<file path="config.mk">
export PLATFORM = sky130hd
export DESIGN_NAME = utf8_to_utf16_transcoder
export DESIGN_NICKNAME = d
export VERILOG_FILES = /design/src/design/u2u_pkg.sv /design/src/design/u2u_decode.sv /design/src/design/u2u_emit.sv /design/src/design/utf8_to_utf16_transcoder.sv
export SDC_FILE = /design/constraint.sdc
export NUM_CORES = 1
export LEC_CHECK = 0
export BUFFER_PORTS_ARGS = -buffer_cell sky130_fd_sc_hd__buf_4
export CELL_PAD_IN_SITES_DETAIL_PLACEMENT = 1
export CELL_PAD_IN_SITES_GLOBAL_PLACEMENT = 1
export CORE_MARGIN = 2
export CORE_UTILIZATION = 51
export CTS_CLUSTER_SIZE = 24
export DETAILED_ROUTE_END_ITERATION = 8
export PLACE_DENSITY_LB_ADDON = 0.1
export SLEW_MARGIN = 10
export SYNTH_ARGS = -nofsm -noshare
export SYNTH_HDL_FRONTEND = slang
export SYNTH_SLANG_ARGS = --single-unit
</file>
<file path="constraint.sdc">
create_clock -name clk_i -period 11.2 [get_ports clk_i]
set_clock_uncertainty 0.05 [all_clocks]
set_input_delay 1.68 -clock clk_i [delete_from_list [all_inputs] [get_ports clk_i]]
set_output_delay 1.68 -clock clk_i [all_outputs]
set_load 0.02 [all_outputs]
</file>
<file path="src/design/u2u_pkg.sv">
// Shared types and constants for the UTF-8 to UTF-16 transcoder.
// No dependencies; used by u2u_decode, u2u_emit and utf8_to_utf16_transcoder.
package u2u_pkg;

  // Default width of the running unit counter
  localparam int unsigned COUNT_BITS_DEFAULT = 16;

  // Most code units that one input byte can cause (surrogate pair + terminator)
  localparam int unsigned MAX_UNITS = 3;

  // Field widths
  localparam int unsigned BYTE_W  = 8;
  localparam int unsigned UNIT_W  = 16;
  localparam int unsigned CP_W    = 21;

  // Surrogate construction
  localparam logic [25:0]       SUPP_OFFSET = 26'h001_0000;
  localparam logic [UNIT_W-1:0] HI_SURR     = 16'hD800;
  localparam logic [UNIT_W-1:0] LO_SURR     = 16'hDC00;
  localparam logic [UNIT_W-1:0] TERM_UNIT   = 16'h0000;

  // One result: code unit with its flags and the running count
  typedef struct packed {
    logic [UNIT_W-1:0] code;
    logic              run_last;
    logic              string_end;
    logic [UNIT_W-1:0] total;
  } unit_t;

  // All results caused by one byte, slot 0 first
  typedef struct packed {
    unit_t [MAX_UNITS-1:0] units;
    logic  [1:0]           n;
  } bundle_t;

endpackage

</file>
<file path="src/design/u2u_decode.sv">
// Byte decoder: sequence state, unit counter, terminator flag and unit build.
// Depends on u2u_pkg; hands a bundle of up to three units to u2u_emit.
module u2u_decode #(
  parameter int unsigned COUNT_BITS = u2u_pkg::COUNT_BITS_DEFAULT
) (
  input  logic                         clk_i,
  input  logic                         rst_ni,
  input  logic                         cfg_we_i,
  input  logic                         cfg_wdata_i,
  input  logic                         accept_i,
  input  logic [u2u_pkg::BYTE_W-1:0]   byte_i,
  input  logic                         last_i,
  output logic                         load_o,
  output u2u_pkg::bundle_t             bundle_o
);

  localparam logic [COUNT_BITS-1:0] CNT_MAX = '1;

  logic                        term_q;
  logic [u2u_pkg::CP_W-1:0]    pcp_q, pcp_d;
  logic [1:0]                  rem_q, rem_d;
  logic                        four_q, four_d;
  logic [COUNT_BITS-1:0]       cnt_q, cnt_d;

  logic [u2u_pkg::CP_W-1:0]    pcp_shift;
  logic [25:0]                 cp_off;
  u2u_pkg::bundle_t            bundle;

  // Saturating increment of the counter
  function automatic logic [COUNT_BITS-1:0] sat_inc(input logic [COUNT_BITS-1:0] c);
    logic [COUNT_BITS-1:0] r;
    r = (c == CNT_MAX) ? c : c + 1'b1;
    return r;
  endfunction

  // Counter as shown on the port: low 16 bits, zero-extended when narrower
  function automatic logic [u2u_pkg::UNIT_W-1:0] count_view(input logic [COUNT_BITS-1:0] c);
    logic [COUNT_BITS+u2u_pkg::UNIT_W-1:0] e;
    e = {{u2u_pkg::UNIT_W{1'b0}}, c};
    return e[u2u_pkg::UNIT_W-1:0];
  endfunction

  // Continuation byte adds its low six bits
  assign pcp_shift = {pcp_q[u2u_pkg::CP_W-7:0], byte_i[5:0]};
  assign cp_off    = {5'b0, pcp_shift} - u2u_pkg::SUPP_OFFSET;

  // Decode one byte into its units and next state
  always_comb begin
    logic [COUNT_BITS-1:0] cnt_v;
    logic [1:0]            n_v;
    bundle = '0;
    pcp_d  = pcp_q;
    rem_d  = rem_q;
    four_d = four_q;
    cnt_v  = cnt_q;
    n_v    = 2'd0;

    if (rem_q == 2'd0) begin
      if (!byte_i[7]) begin
        cnt_v                    = sat_inc(cnt_v);
        bundle.units[n_v].code  = {8'b0, byte_i};
        bundle.units[n_v].total = count_view(cnt_v);
        n_v                      = n_v + 2'd1;
      end else if (byte_i[7:5] == 3'b110) begin
        pcp_d  = {16'b0, byte_i[4:0]};
        rem_d  = 2'd1;
        four_d = 1'b0;
      end else if (byte_i[7:4] == 4'b1110) begin
        pcp_d  = {17'b0, byte_i[3:0]};
        rem_d  = 2'd2;
        four_d = 1'b0;
      end else begin
        // stray continuation and 0xF0..0xFF all open a four-byte sequence
        pcp_d  = {18'b0, byte_i[2:0]};
        rem_d  = 2'd3;
        four_d = 1'b1;
      end
    end else begin
      pcp_d = pcp_shift;
      rem_d = rem_q - 2'd1;
      if (rem_q == 2'd1) begin
        if (four_q) begin
          cnt_v                    = sat_inc(cnt_v);
          bundle.units[n_v].code  = u2u_pkg::HI_SURR + cp_off[25:10];
          bundle.units[n_v].total = count_view(cnt_v);
          n_v                      = n_v + 2'd1;
          cnt_v                    = sat_inc(cnt_v);
          bundle.units[n_v].code  = u2u_pkg::LO_SURR + {6'b0, cp_off[9:0]};
          bundle.units[n_v].total = count_view(cnt_v);
          n_v                      = n_v + 2'd1;
        end else begin
          cnt_v                    = sat_inc(cnt_v);
          bundle.units[n_v].code  = pcp_shift[u2u_pkg::UNIT_W-1:0];
          bundle.units[n_v].total = count_view(cnt_v);
          n_v                      = n_v + 2'd1;
        end
        pcp_d  = '0;
        four_d = 1'b0;
      end
    end

    // end of string: optional terminator, then back to reset state
    if (last_i) begin
      if (term_q) begin
        bundle.units[n_v].code  = u2u_pkg::TERM_UNIT;
        bundle.units[n_v].total = count_view(cnt_v);
        n_v                      = n_v + 2'd1;
      end
      if (n_v != 2'd0) begin
        bundle.units[n_v - 2'd1].string_end = 1'b1;
      end
      pcp_d  = '0;
      rem_d  = 2'd0;
      four_d = 1'b0;
      cnt_v  = '0;
    end

    if (n_v != 2'd0) begin
      bundle.units[n_v - 2'd1].run_last = 1'b1;
    end
    bundle.n = n_v;
    cnt_d    = cnt_v;
  end

  // Configuration flag
  always_ff @(posedge clk_i or negedge rst_ni) begin
    if (!rst_ni) begin
      term_q <= 1'b0;
    end else if (cfg_we_i) begin
      term_q <= cfg_wdata_i;
    end
  end

  // Sequence state and counter advance on each accepted byte
  always_ff @(posedge clk_i or negedge rst_ni) begin
    if (!rst_ni) begin
      pcp_q  <= '0;
      rem_q  <= 2'd0;
      four_q <= 1'b0;
      cnt_q  <= '0;
    end else if (accept_i) begin
      pcp_q  <= pcp_d;
      rem_q  <= rem_d;
      four_q <= four_d;
      cnt_q  <= cnt_d;
    end
  end

  assign load_o   = accept_i && (bundle.n != 2'd0);
  assign bundle_o = bundle;

endmodule

</file>
<file path="src/design/u2u_emit.sv">
// Result register: holds one byte's units and hands them out one per cycle while m_axis_tready is high.
// Depends on u2u_pkg; fed by u2u_decode.
module u2u_emit (
  input  logic                            clk_i,
  input  logic                            rst_ni,
  input  logic                            load_i,
  input  u2u_pkg::bundle_t                bundle_i,
  output logic                            ready_o,
  output logic                            m_axis_tvalid,
  input  logic                            m_axis_tready,
  output logic [2*u2u_pkg::UNIT_W-1:0]    m_axis_tdata,
  output logic                            m_axis_tuser,
  output logic                            m_axis_tlast
);

  u2u_pkg::unit_t [u2u_pkg::MAX_UNITS-1:0] units_q;
  logic [1:0]                               n_q;
  logic                                     valid_q;
  logic                                     take;
  logic                                     last_take;

  assign take      = valid_q && m_axis_tready;
  assign last_take = take && (n_q == 2'd1);
  // a new bundle may enter as the final unit of the old one leaves
  assign ready_o   = !valid_q || last_take;

  // Control: valid flag and units left
  always_ff @(posedge clk_i or negedge rst_ni) begin
    if (!rst_ni) begin
      valid_q <= 1'b0;
      n_q     <= 2'd0;
    end else if (load_i) begin
      valid_q <= 1'b1;
      n_q     <= bundle_i.n;
    end else if (take) begin
      valid_q <= (n_q != 2'd1);
      n_q     <= n_q - 2'd1;
    end
  end

  // Payload: load or shift down by one slot
  always_ff @(posedge clk_i) begin
    if (load_i) begin
      units_q <= bundle_i.units;
    end else if (take) begin
      units_q <= {u2u_pkg::unit_t'('0), units_q[u2u_pkg::MAX_UNITS-1:1]};
    end
  end

  assign m_axis_tvalid = valid_q;
  assign m_axis_tdata  = {units_q[0].total, units_q[0].code};
  assign m_axis_tuser  = units_q[0].run_last;
  assign m_axis_tlast  = units_q[0].string_end;

  // A bundle is only loaded when the register is free or draining its last unit
  a_load_free: assert property (@(posedge clk_i) disable iff (!rst_ni)
    load_i |-> ready_o)
    else $error("bundle loaded over pending units");

  // The byte's last unit is the one shown when a single unit remains
  a_run_last_pos: assert property (@(posedge clk_i) disable iff (!rst_ni)
    valid_q |-> (units_q[0].run_last == (n_q == 2'd1)))
    else $error("run_last out of place");

  // Taking a unit that is not the last keeps the register full
  a_keep_valid: assert property (@(posedge clk_i) disable iff (!rst_ni)
    (take && (n_q != 2'd1)) |=> valid_q)
    else $error("units lost after a take");

  // A full register never counts zero units
  a_count_nz: assert property (@(posedge clk_i) disable iff (!rst_ni)
    valid_q |-> (n_q != 2'd0))
    else $error("valid with no units");

endmodule

</file>
<file path="src/design/utf8_to_utf16_transcoder.sv">
// Top level of the UTF-8 to UTF-16 transcoder: stream ports and config write.
// Depends on u2u_pkg, u2u_decode and u2u_emit.
//
//  channel  | direction | request moved                    | handshake
//  ---------+-----------+----------------------------------+----------------
//  s_axis   | in        | one UTF-8 byte, tlast = last one | tvalid & tready
//  m_axis   | out       | one UTF-16 unit with count/flags | tvalid & tready
//  cfg      | in        | append_terminator flag           | cfg_we_i
//
//  A byte is decoded in the cycle it is accepted and its units land in the
//  result register; bytes that yield at most one unit go at one per cycle
//  while m_axis_tready is high. A byte that yields more units (surrogate pair,
//  terminator) keeps s_axis_tready low until its final unit is being taken.
//  Reset clears sequence state, counter, flag and the result register's valid flag and count; no sweep.
//  Downstream stalls back up to s_axis_tready with no request lost.
module utf8_to_utf16_transcoder #(
  parameter int unsigned COUNT_BITS = u2u_pkg::COUNT_BITS_DEFAULT
) (
  input  logic        clk_i,
  input  logic        rst_ni,
  input  logic        cfg_we_i,
  input  logic        cfg_wdata_i,    // append_terminator
  input  logic        s_axis_tvalid,
  output logic        s_axis_tready,
  input  logic [7:0]  s_axis_tdata,   // [7:0] in_byte
  input  logic        s_axis_tlast,   // last_byte
  output logic        m_axis_tvalid,
  input  logic        m_axis_tready,
  output logic [31:0] m_axis_tdata,   // [15:0] code_unit, [31:16] units_total
  output logic        m_axis_tuser,   // run_last
  output logic        m_axis_tlast    // string_end
);

  logic             accept;
  logic             load;
  logic             emit_ready;
  u2u_pkg::bundle_t bundle;

  assign s_axis_tready = emit_ready;
  assign accept        = s_axis_tvalid && emit_ready;

  u2u_decode #(
    .COUNT_BITS (COUNT_BITS)
  ) u_decode (
    .clk_i       (clk_i),
    .rst_ni      (rst_ni),
    .cfg_we_i    (cfg_we_i),
    .cfg_wdata_i (cfg_wdata_i),
    .accept_i    (accept),
    .byte_i      (s_axis_tdata),
    .last_i      (s_axis_tlast),
    .load_o      (load),
    .bundle_o    (bundle)
  );

  u2u_emit u_emit (
    .clk_i         (clk_i),
    .rst_ni        (rst_ni),
    .load_i        (load),
    .bundle_i      (bundle),
    .ready_o       (emit_ready),
    .m_axis_tvalid (m_axis_tvalid),
    .m_axis_tready (m_axis_tready),
    .m_axis_tdata  (m_axis_tdata),
    .m_axis_tuser  (m_axis_tuser),
    .m_axis_tlast  (m_axis_tlast)
  );

endmodule

</file>
Word-level counts from Yosys, hierarchy flattened --
Index checks and enable logic that the tools add are counted. W data, S select, Z words.
Storage, ports and cells: bits in registers 140, output and inout port bits 36, logic and storage cells 125
Cells by class: add/sub/neg operators 10, order comparisons 6, eq/ne operators 8, mux-type cells 66, reductions and logical operators 16
Operators by type and width (number):
- $mux W102 | 7
- $bwmux W102 | 4
- $mux W16 | 18
- $demux W34 S2 | 4
- $mux W15 | 4
- $mux W34 | 1
- $add A16 B1 Y16 const B | 2
- $eq A16 B16 Y1 const B | 2
- $mux W32 | 1
- $mux W2 | 12
- $sub A21 B17 Y22 const B | 1
- $mux W18 | 1
- $mux W17 | 1
- $add A15 B11 Y16 const A | 1
- $add A16 B16 Y16 const A | 1
- $mux W1 | 10
- $lt A2 B3 Y1 const B | 3
- $sub A2 B1 Y2 const B | 4
- $logic_and A1 B1 Y1 | 7
- $mux W7 | 1
- $ge A2 B1 Y1 const B | 3
- $reduce_bool A2 Y1 | 3
- $mux W5 | 1
- $eq A2 B1 Y1 const B | 2
- other kinds (12) | 12

Logic depth before layout (Yosys ltp) --
Gate-level depths: netlist of the first run.
depth in word-level cells 17, gate-level depth with buffers 16

Hierarchy --
From an unflattened synthesis of the first run, not the netlist that was laid out.
Second synthesis, totals: cell total of the unflattened synthesis 813, area, all modules 8795.9 um2
Modules (own cells, without submodules):
- u2u_emit | instances 1, cells an instance 265, area each 4843.4 um2
- u2u_decode | instances 1, cells an instance 547, area each 3946.3 um2
- utf8_to_utf16_transcoder | instances 1, cells an instance 1, area each 6.3 um2

Worst setup path before layout of the first run --
OpenSTA, ideal clock, no wires.
path kind in2reg, start input s_axis_tdata[7], end register u_emit.units_q (netlist bit u_emit.m_axis_tdata[0]) (enable), arrival time 5437 ps, data required time 10343 ps, slack 4906 ps, cell stages on the path 13, path through nand2b_1 -> nor2b_1 -> clkbuf_1 -> nand2_1 -> clkbuf_1 -> ha_1 -> nand3_1 -> a21boi_0 -> nor2_1 -> nor2_1 -> clkbuf_1 -> buf_1 -> nand2_1
On the way: longest elaborated chain between the ends 9
RTL lines:
- from (decl) | RTL line utf8_to_utf16_transcoder.sv:25 | input logic [7:0] s_axis_tdata,
- $mux W1 (*) | RTL line u2u_decode.sv:59 | if (!byte_i[7]) begin
- $mux W2 (*) | RTL line u2u_decode.sv:58 | if (rem_q == 2'd0) begin
- $add A2 B1 Y2 | RTL line u2u_decode.sv:107 | n_v = n_v + 2'd1;
- $mux W2 | RTL line u2u_decode.sv:104 | if (term_q) begin
- $mux W2 | RTL line u2u_decode.sv:103 | if (last_i) begin
- $mux W2 (*) | RTL line u2u_decode.sv:103
- $reduce_bool A2 Y1 (*) | RTL line u2u_decode.sv:149 | assign load_o = accept_i && (bundle.n != 2'd0);
- $logic_and A1 B1 Y1 (*) | RTL line u2u_decode.sv:149
- $reduce_bool A2 Y1 (no source line) (*)
- to (signal assigned) | RTL line u2u_emit.sv:44 | units_q <= bundle_i.units;
- to (signal assigned) | RTL line u2u_emit.sv:46 | units_q <= {u2u_pkg::unit_t'('0), units_q[u2u_pkg::MAX_UNITS-1:1]};
- to (decl) | RTL line u2u_emit.sv:16 | u2u_pkg::unit_t [u2u_pkg::MAX_UNITS-1:0] units_q;
Every way passes the cells marked *; elsewhere a longest branch is shown, timed or not. The select of a mux whose other input is x is not followed. A chain may end at the register's enable or synchronous reset.

Worst setup path after layout of the first run --
start register u_decode.cnt_q[0], end register u_emit.units_q (netlist bit u_emit.m_axis_tdata[17]) (data pin)
On the way: longest elaborated chain between the ends 16, elaborated cells on any way between the ends 23, those cells by class 2 x add/sub; 2 x eq/ne; 19 x mux
RTL lines:
- from (decl) | RTL line u2u_decode.sv:23 | logic [COUNT_BITS-1:0] cnt_q, cnt_d;
- from (signal assigned) | RTL line u2u_decode.sv:145 | cnt_q <= cnt_d;
- $add A16 B1 Y16 or $eq A16 B16 Y1 (tied branches) | RTL line u2u_decode.sv:32 | r = (c == CNT_MAX) ? c : c + 1'b1;
- $mux W16 (*) | RTL line u2u_decode.sv:32
- $add A16 B1 Y16 or $eq A16 B16 Y1 (tied branches) | RTL line u2u_decode.sv:32
- $mux W16 | RTL line u2u_decode.sv:32
- $mux W16 | RTL line u2u_decode.sv:82 | if (four_q) begin
- $mux W16 | RTL line u2u_decode.sv:81 | if (rem_q == 2'd1) begin
- $mux W16 | RTL line u2u_decode.sv:58
- $bwmux W102 | RTL line u2u_decode.sv:106 | bundle.units[n_v].total = count_view(cnt_v);
- $mux W102 | RTL line u2u_decode.sv:104
- $mux W102 | RTL line u2u_decode.sv:103
- $bwmux W102 | RTL line u2u_decode.sv:110 | bundle.units[n_v - 2'd1].string_end = 1'b1;
- $mux W102 | RTL line u2u_decode.sv:109 | if (n_v != 2'd0) begin
- $mux W102 (*) | RTL line u2u_decode.sv:103
- $bwmux W102 | RTL line u2u_decode.sv:119 | bundle.units[n_v - 2'd1].run_last = 1'b1;
- $mux W102 (*) | RTL line u2u_decode.sv:118 | if (n_v != 2'd0) begin
- $mux W102 (*) | RTL line u2u_emit.sv:43 | if (load_i) begin
Marked as above.

==> results.json, run 1 <==
{
  "cp_cell_sequence": "ha_1 > nand3_2 > nor4_4 > buf_4 > xnor2_1 > ha_1 > o31a_1 > nand3_1 > nor2_1 > nand3_2 > a311oi_1 > nor3_1 > o22a_1",
  "cts_setup_buffers": 0,
  "ys.flop_type": "edfxtp_1",
  "path_clk_slew_ns": 0.06,
  "cts_root_buf": "clkbuf_16",
  "cts_resized": 0,
  "p_per_area_mw_per_mm2": 286.9,
  "dieHeight_um": 124.2,
  "dp_hpwl_um": 17690,
  "hold_path_depth": 2,
  "cp.required_ns": 11.32,
  "overflow": 0,
  "grt_first_pass_wirelength_um": 40370,
  "antenna_found_initial": 0,
  "maxCapViolCount": 0,
  "rows": 43,
  "cts_tree": "yes",
  "place_area_mm2": 0.007574,
  "wl_per_cell_um": 26.59,
  "cts_hold_buf": 0,
  "fin_ws_ns": 5.854,
  "ff2ff_setup_slack_ns": 5.85,
  "critical_path_class": "flop to flop",
  "outcome": "finished clean",
  "drive_above_1_share": 0.1318,
  "reg2regPathDepth": 13,
  "avgSynthCellArea_um2": 9.069,
  "layout_commonest_cell": "nand2_1",
  "worstPathBufferInverterCount": 1,
  "syn_nets": 835,
  "place.gp.congestion": 0.9271,
  "dp_slack_ns": 5.672,
  "coreArea_mm2": 0.01399,
  "fin_crit_sh": 0.4773,
  "vias": 6862,
  "final_cell_mix": "nand2_1 (98), nor2_1 (93), edfxtp_1 (81)",
  "stdcell_area_mm2": 0.008162,
  "end_kind": "flop",
  "critPathMaxStageDelay_ns": 0.63,
  "ys_seq_area_frac": 0.4588,
  "total_power_w": 0.002341,
  "area_delta_synth_final_pct": 10.69,
  "ys.warnings.count": 0,
  "synth_edf_count": 81,
  "drc": 0,
  "synth.cell_area_mm2": 0.007373,
  "slew_headroom": 0.1536,
  "cts_buffer_depth": 2,
  "netlist.top_cell.by_area": "edfxtp_1",
  "worstMarginPinSlew_ns": 1.266,
  "htree_levels": 4,
  "port_buffers": 50,
  "setup_viol_count_final": 0,
  "nets": 821,
  "final_cells": 992,
  "viasPerCell": 6.917,
  "cpMaxStageDelayCell": "dfrtp_1",
  "crit_arrival_ns": 5.46,
  "fin_crit_ns": 5.346,
  "timing.rr.end": "u_emit.m_axis_tdata[17]",
  "synth_cell_type_count": 69,
  "antenna_cells": 0,
  "synth_top_area_frac": 0.3299,
  "holdPathEnd": "u_emit.m_axis_tlast",
  "wirelength_um": 26380,
  "drv_slew": 0,
  "fp.dieArea_mm2": 0.01544,
  "grt_max_degree": 82,
  "p_leak_nw": 3.059,
  "synth_area_leaders": "edfxtp_1 (33%), dfrtp_1 (13%), nand2_1 (5.0%)",
  "min_path_type": "flop to flop",
  "start_util": 0.5271,
  "ys_ff_latch": 119,
  "grt_pass1_vias": 6787,
  "placed_cells": 960,
  "setup_tns_ns": 0,
  "synthArstFlopShare": 0.3193,
  "max_freq_ghz": 0.1871,
  "numCtsBuffers": 17,
  "num_io_pins": 51,
  "hold_viol": 0,
  "first_pass_iters": 5,
  "ir_drop_uv": 244.0,
  "clk_latency_ns": 0.43,
  "syn_inst": 813,
  "path_delay_family": "simple AND/OR/NAND/NOR gates",
  "drt_iter0_drc": 832,
  "startpoint_type": "flop",
  "rsz0062_at_grt": "no",
  "track_usage": 0.3397,
  "drt.antenna.violating_nets": 0,
  "hp-start": "u_emit.units_q[50]",
  "r2r_start": "u_decode.cnt_q[0]",
  "worstPathMaxFanout": 13,
  "cts_sinks": 119,
  "die_x_um": 124.2
}
## synth_stat cells, drive strengths merged (3+ instances only)
cell	n
a211oi	3
a21oi	48
a221o	6
a221oi	9
a22o	6
a22oi	15
a311oi	3
a31oi	9
and2	18
and3	18
and4	9
buf	51
clkbuf	40
dfrtp	38
edfxtp	81
ha	7
inv	13
mux2	5
mux2i	8
nand2	99
nand2b	10
nand3	29
nand4	14
nor2	94
nor2b	5
nor3	16
nor3b	4
nor4	6
o21a	4
o21ai	68
o22a	4
o22ai	4
o31ai	14
o41ai	3
or3	4
xnor2	12
xor2	7
## layer usage
| layer | global-route usage | up-vias | share of wire |
|---|---|---|---|
| met5 | 0 | - | 0 |
| met4 | 0.1282 | 0 | 0.040 |
| met3 | 0.08434 | 89 | 0.094 |
| met2 | 0.5317 | 402 | 0.46 |
| met1 | 0.4578 | 3444 | 0.41 |
| li1 | - | 2927 | - |
## cell type report
| type | instances | area, µm² |
|---|---|---|
| clock buffer | 19 | 432.9 |
| clock inverter | 13 | 155.1 |
| fill | 1567 | 5827 |
| inverter | 13 | 48.80 |
| multi-input combinational | 590 | 3481 |
| sequential | 119 | 3383 |
| tap | 180 | 225.2 |
| timing repair buffer | 58 | 435.4 |
## how the worst max path moves through the flow
stage,from,end,slack (ns),depth (start not counted)
floorplan,s_axis_tdata[7],u_emit.m_axis_tdata[0],4.91,13
global placement,s_axis_tdata[7],u_emit.units_q[82],5.89,13
detailed placement,s_axis_tdata[7],u_emit.units_q[47],5.67,13
CTS,s_axis_tdata[7],u_emit.units_q[47],5.96,13
global route,s_axis_tdata[7],u_emit.units_q[36],5.64,14
finish,u_decode.cnt_q[0],u_emit.m_axis_tdata[17],5.85,13
## worst reg2reg max path: stages (launching register included)
cell	delay, ns
dfrtp_1	0.63
ha_1	0.45
nand3_2	0.19
nor4_4	0.30
buf_4	0.25
xnor2_1	0.33
ha_1	0.43
o31a_1	0.37
nand3_1	0.20
nor2_1	0.48
nand3_2	0.36
a311oi_1	0.63
nor3_1	0.18
o22a_1	0.25
## kinds of logic after synthesis
logic type | after synthesis | share of synthesized area
DFF | 119 | 0.4588
buffers and inverters | 104 | 0.07365
and+or+nand+nor | 333 | 0.2211
xor gates and xnor gates | 19 | 0.02257
muxes | 13 | 0.01850
adders and majority gates | 7 | 0.01188
AOI/OAI and AO/OA | 218 | 0.1934
## flip-flops by register name (all words and copies together) (netlist names)
register              count
u_emit.units_q           47
u_emit.m_axis_tdata      32
u_decode.cnt_q           16
u_decode.pcp_q           15
u_decode.rem_q            2
u_emit.n_q                2
u_decode.four_q           1
u_decode.term_q           1
u_emit.m_axis_tlast       1
u_emit.m_axis_tuser       1
u_emit.m_axis_tvalid      1
## report_power, final
part	switching [W]	total (W)	internal [W]
clock network	0.000218	0.000566	0.000348
logic	0.000664	0.000949	0.000285
registers	0.000109	0.000826	0.000717
total	0.000991	0.00234	0.00135
## stage by stage
step | utilization | hold slack, ns
2_1_floorplan | - | 0.4212
3_3_place_gp | 0.5414 | 0.4423
3_5_place_dp | 0.5414 | 0.4645
4_1_cts | 0.5835 | 0.4835
5_1_grt | 0.5835 | 0.5038
6_report | 0.5835 | 0.4747
Power figures use the tool's default switching activity.
==> inputs of run 2 (changes only) <==
CORE_UTILIZATION = 43   (was 51)
clock period = 4.37 ns   (was 11.2 ns; I/O delays follow)
==> results.json, run 2 (same netlist as run 1, synthesis figures left out) <==
{
  "fin_util": 0.5186,
  "drv_slew": 0,
  "worstPathMaxFanout": 10,
  "coreArea_mm2": 0.01670,
  "cp.required_ns": 4.46,
  "rows": 47,
  "drt.antenna.violating_nets": 0,
  "critPathMaxStageDelay_ns": 0.45,
  "min_path_type": "input pin to asynchronous set/reset pin",
  "antenna_found_initial": 0,
  "grt_max_degree": 53,
  "cts_buffer_depth": 2,
  "num_io_pins": 51,
  "largest_register": "u_emit.units_q",
  "crit_arrival_ns": 4.22,
  "area_delta_synth_final_pct": 17.46,
  "overflow": 0,
  "final_cell_mix": "buf_4 (106), nand2_1 (98), nor2_1 (91)",
  "clock_power_share": 0.240,
  "critical_path_class": "flop to flop",
  "port_buffers": 50,
  "viasPerCell": 6.217,
  "cts_root_buf": "clkbuf_16",
  "htree_levels": 4,
  "clk_latency_ns": 0.43,
  "dp_slack_ns": 0.1421,
  "cts_sinks": 119,
  "die_x_um": 134.9,
  "internal-power_w": 0.003599,
  "cpMaxStageDelayCell": "nor4_4",
  "p_per_area_mw_per_mm2": 705.6,
  "track_usage": 0.3039,
  "place_area_mm2": 0.007986,
  "drive_above_1_share": 0.1937,
  "ir_drop_uv": 505.7,
  "nets": 871,
  "fp.dieArea_mm2": 0.01821,
  "cts_tree": "yes",
  "path_delay_family": "simple AND/OR/NAND/NOR gates",
  "wirelength_um": 26900,
  "end_kind": "flop",
  "start_util": 0.4415,
  "largest_reg_flops": 47,
  "fin_crit_ns": 4.125,
  "dp_hpwl_um": 19280,
  "p_leak_nw": 3.329,
  "layout_commonest_cell": "buf_4",
  "first_pass_iters": 5,
  "max_freq_ghz": 0.2424,
  "cp_cell_sequence": "ha_2 > nand3_2 > nor4_4 > xnor2_1 > ha_2 > o31a_1 > and3_1 > nand2b_1 > nor2_2 > nor3_1 > a311oi_2 > o21ai_0",
  "drc": 0,
  "outcome": "finished clean",
  "numCtsBuffers": 17,
  "worstPathBufferInverterCount": 0,
  "pwr-share-comb": 0.427,
  "setup_tns_ns": 0,
  "setup_viol_count_final": 0,
  "wl_per_cell_um": 24.86,
  "hold_viol": 0,
  "worstMarginPinSlew_ns": 0.8116,
  "vias": 6727,
  "drt_iter0_drc": 638,
  "path_common_cell": "ha_2",
  "switchingPower_w": 0.002513,
  "startpoint_type": "flop",
  "stdcell_area_mm2": 0.008661,
  "grt_pass1_vias": 6718,
  "fin_crit_sh": 0.9440,
  "ff2ff_setup_slack_ns": 0.24,
  "fin_ws_ns": 0.2447,
  "slew_headroom": 0.4589,
  "antenna_cells": 0,
  "place.gp.congestion": 0.9546,
  "netSwitchingFraction": 0.4112,
  "path_clk_slew_ns": 0.06,
  "p_seq_frac": 0.334,
  "maxCapViolCount": 0,
  "grt_first_pass_wirelength_um": 41140,
  "dieHeight_um": 134.9
}
## run 2: power groups by stage
stage               clock network [W]  logic [W]  registers, W
floorplan                           0    0.00172       0.00197
global placement                    0    0.00247       0.00204
detailed placement                  0    0.00253       0.00205
CTS                           0.00147    0.00256       0.00204
global route                  0.00152    0.00282       0.00208
finish                        0.00147    0.00261       0.00204
## run 2: cell type report
cell class | count | area, µm²
timing repair buffer | 108 | 835.8
multi-input combinational | 590 | 3516
inverter | 13 | 48.80
sequential | 119 | 3383
clock buffer | 17 | 425.4
clock inverter | 15 | 176.4
fill | 1919 | 8040
tap | 220 | 275.3
## run 2: final timing paths
path	endpoint	cells after the start	startpoint
min in group clk_i	u_decode.term_q	2	cfg_wdata_i
setup / recovery	u_emit.m_axis_tdata[16]	12	u_decode.cnt_q[1]
setup reg to reg	u_emit.m_axis_tdata[16]	12	u_decode.cnt_q[1]
max in group asynchronous	u_decode.cnt_q[3]	1	rst_ni
hold reg to reg	u_decode.pcp_q[1]	2	u_decode.pcp_q[1]
hold / removal	u_emit.n_q[0]	1	rst_ni
## run 2: metrics by stage
step           instances  hold WS (ns)  power, W
2_1_floorplan        813        0.3099  0.003690
3_3_place_gp        1045        0.4394  0.004505
3_5_place_dp        1045        0.4637  0.004580
4_1_cts             1077        0.2008  0.006068
5_1_grt             1082        0.2121  0.006418
6_report            1082        0.1876  0.006112
## run 2: what timing repair did
action                     in CTS  in global routing
buffers inserted                0                  5
gates resized for setup         0                  7
hold buffers                    0                  0
setup endpoints to repair       0                 13
## run 2: per-layer routing
metal | part of all wire | global-route usage
met1 | 0.45 | 0.4461
met2 | 0.45 | 0.4563
met3 | 0.075 | 0.05180
met4 | 0.023 | 0.1013
met5 | 0 | 0
## run 2: worst reg2reg max path: cells and delay by family, from the launching register on
| family | cells | cell delay [ns] |
|---|---|---|
| simple gates | 6 | 1.53 |
| compound gates | 3 | 0.90 |
| fa+ha+maj | 2 | 0.66 |
| flops | 1 | 0.37 |
| xor+xnor | 1 | 0.33 |
==> inputs of run 3 (changes only) <==
CELL_PAD_IN_SITES_DETAIL_PLACEMENT = 0   (was 1)
==> results.json, run 3 (same netlist as run 1, synthesis figures left out) <==
{
  "outcome": "finished clean",
  "largest_reg_flops": 47,
  "timing.rr.end": "u_emit.m_axis_tdata[31]",
  "grt_pass1_vias": 6251,
  "die_x_um": 134.9,
  "largest_register": "u_emit.units_q",
  "numCtsBuffers": 17,
  "htree_levels": 4,
  "total_power_w": 0.005937,
  "cts_sinks": 119,
  "vias": 6617,
  "fp.dieArea_mm2": 0.01821,
  "track_usage": 0.2823,
  "cts_tree": "yes",
  "crit_start": "u_decode.cnt_q[6]",
  "internal-power_w": 0.003517,
  "cp.required_ns": 4.49,
  "startpoint_type": "flop",
  "dieHeight_um": 134.9,
  "critical_path_class": "flop to flop",
  "pwr-share-comb": 0.426,
  "p_seq_frac": 0.343,
  "overflow": 0,
  "drive_above_1_share": 0.1809,
  "register_area_mm2": 0.003383,
  "drc": 0,
  "reg2regPathDepth": 10,
  "fin_crit_sh": 0.9697,
  "grt_max_degree": 53,
  "r2r_start": "u_decode.cnt_q[6]",
  "cts_setup_buffers": 0,
  "setup_viol_count_final": 0,
  "worstSetupEndpoint": "u_emit.m_axis_tdata[31]",
  "slew_headroom": 0.4545,
  "final_cell_mix": "buf_4 (101), nand2_1 (98), nor2_1 (93)",
  "rows": 47,
  "antenna_cells": 0,
  "ir_drop_uv": 413.6,
  "place.gp.congestion": 0.9546,
  "start_util": 0.4415,
  "nets": 866,
  "p_per_area_mw_per_mm2": 693.6,
  "max_freq_ghz": 0.2360,
  "antenna_found_initial": 1,
  "min_path_type": "input pin to asynchronous set/reset pin",
  "clock_power_share": 0.231,
  "p_leak_nw": 3.284,
  "drt_iter0_drc": 698,
  "num_io_pins": 51,
  "port_buffers": 50,
  "wirelength_um": 25110,
  "maxCapViolCount": 0,
  "ff2ff_setup_slack_ns": 0.13,
  "area_delta_synth_final_pct": 16.09,
  "worstPathMaxFanout": 13,
  "cts_buffer_depth": 2,
  "path_clk_slew_ns": 0.06,
  "worstMarginPinSlew_ns": 0.8166,
  "hold_viol": 0,
  "cts_root_buf": "clkbuf_16",
  "first_pass_iters": 5,
  "drt.antenna.violating_nets": 0,
  "clk_latency_ns": 0.43,
  "dp_hpwl_um": 18050,
  "drv_slew": 0,
  "end_kind": "flop",
  "viasPerCell": 6.144,
  "wl_per_cell_um": 23.32,
  "fillerInstances": 1637,
  "fin_ws_ns": 0.1323,
  "crit_arrival_ns": 4.36,
  "multi_input_area_mm2": 0.003490,
  "dp_slack_ns": 0.2301,
  "coreArea_mm2": 0.01670,
  "fin_crit_ns": 4.238,
  "netSwitchingFraction": 0.4077,
  "switchingPower_w": 0.002420,
  "grt_first_pass_wirelength_um": 38190,
  "layout_commonest_cell": "buf_4"
}
run 3: cell types whose count changed in the layout (fill, tap and decap cells not counted), sizes merged:
cell / delta
bufinv: -1
buf: -5
clkinvlp: +1
clkbuf: +2
inv: -2
run 3: through the flow:
step | instance area (µm²) | instances | TNS (ns) | utilization | hold slack [ns]
finish | 8559 | 1077 | 0 | 0.5125 | 0.1655
global route | 8559 | 1077 | -0.02225 | 0.5125 | 0.2101
CTS | 8551 | 1077 | 0 | 0.5120 | 0.2010
floorplan | 7381 | 813 | 0 | - | 0.3099
detailed placement | 7986 | 1045 | 0 | 0.4782 | 0.4525
global placement | 7986 | 1045 | 0 | 0.4782 | 0.4394
run 3: power by group through the flow:
stage / clock network (W) / registers [W] / logic [W]
floorplan: 0 / 0.00197 / 0.00172
global placement: 0 / 0.00204 / 0.00247
global route: 0.00142 / 0.00208 / 0.00276
detailed placement: 0 / 0.00205 / 0.00249
finish: 0.00137 / 0.00204 / 0.00253
CTS: 0.00138 / 0.00203 / 0.00250
run 3: worst min path at each step:
stage                     slack, ns               start                  to  depth (start not counted)
final                          0.17              rst_ni       u_emit.n_q[0]                          1
after global routing           0.21              rst_ni       u_emit.n_q[0]                          1
after CTS                      0.20              rst_ni       u_emit.n_q[0]                          1
after detailed placement       0.45   u_decode.pcp_q[0]   u_decode.pcp_q[0]                          2
after global placement         0.44  u_decode.pcp_q[11]  u_decode.pcp_q[11]                          2
after floorplan                0.31              rst_ni   u_decode.cnt_q[0]                          0
run 3: layout make-up:
cell class,count,area share
timing repair buffer,103,0.09326
sequential,119,0.3953
tap,220,0.03216
clock buffer,19,0.05058
clock inverter,13,0.01535
inverter,13,0.005701
multi-input combinational,590,0.4077
run 3: layer usage:
metal | global-route usage | part of all wire
met5 | 0 | 0.00052
met4 | 0.08970 | 0.022
met3 | 0.05443 | 0.073
met2 | 0.4010 | 0.43
met1 | 0.4320 | 0.47
run 3: worst max-delay path: stages (launching register included):
cell and delay [ns]:
dfrtp_1 0.48, buf_4 0.22, and4_1 0.30, nand4_1 0.59
mux2i_1 0.49, and4_1 0.35, inv_1 0.09, nor3_1 0.49
nand4_1 0.15, a221o_1 0.42, a221o_1 0.35
run 3: timing repair:
item / in CTS / in global routing
endpoints found under the setup margin: 0 / 2
hold endpoints to repair: 0 / 0
hold buffers: 0 / 0
gates resized for setup: 0 / 2
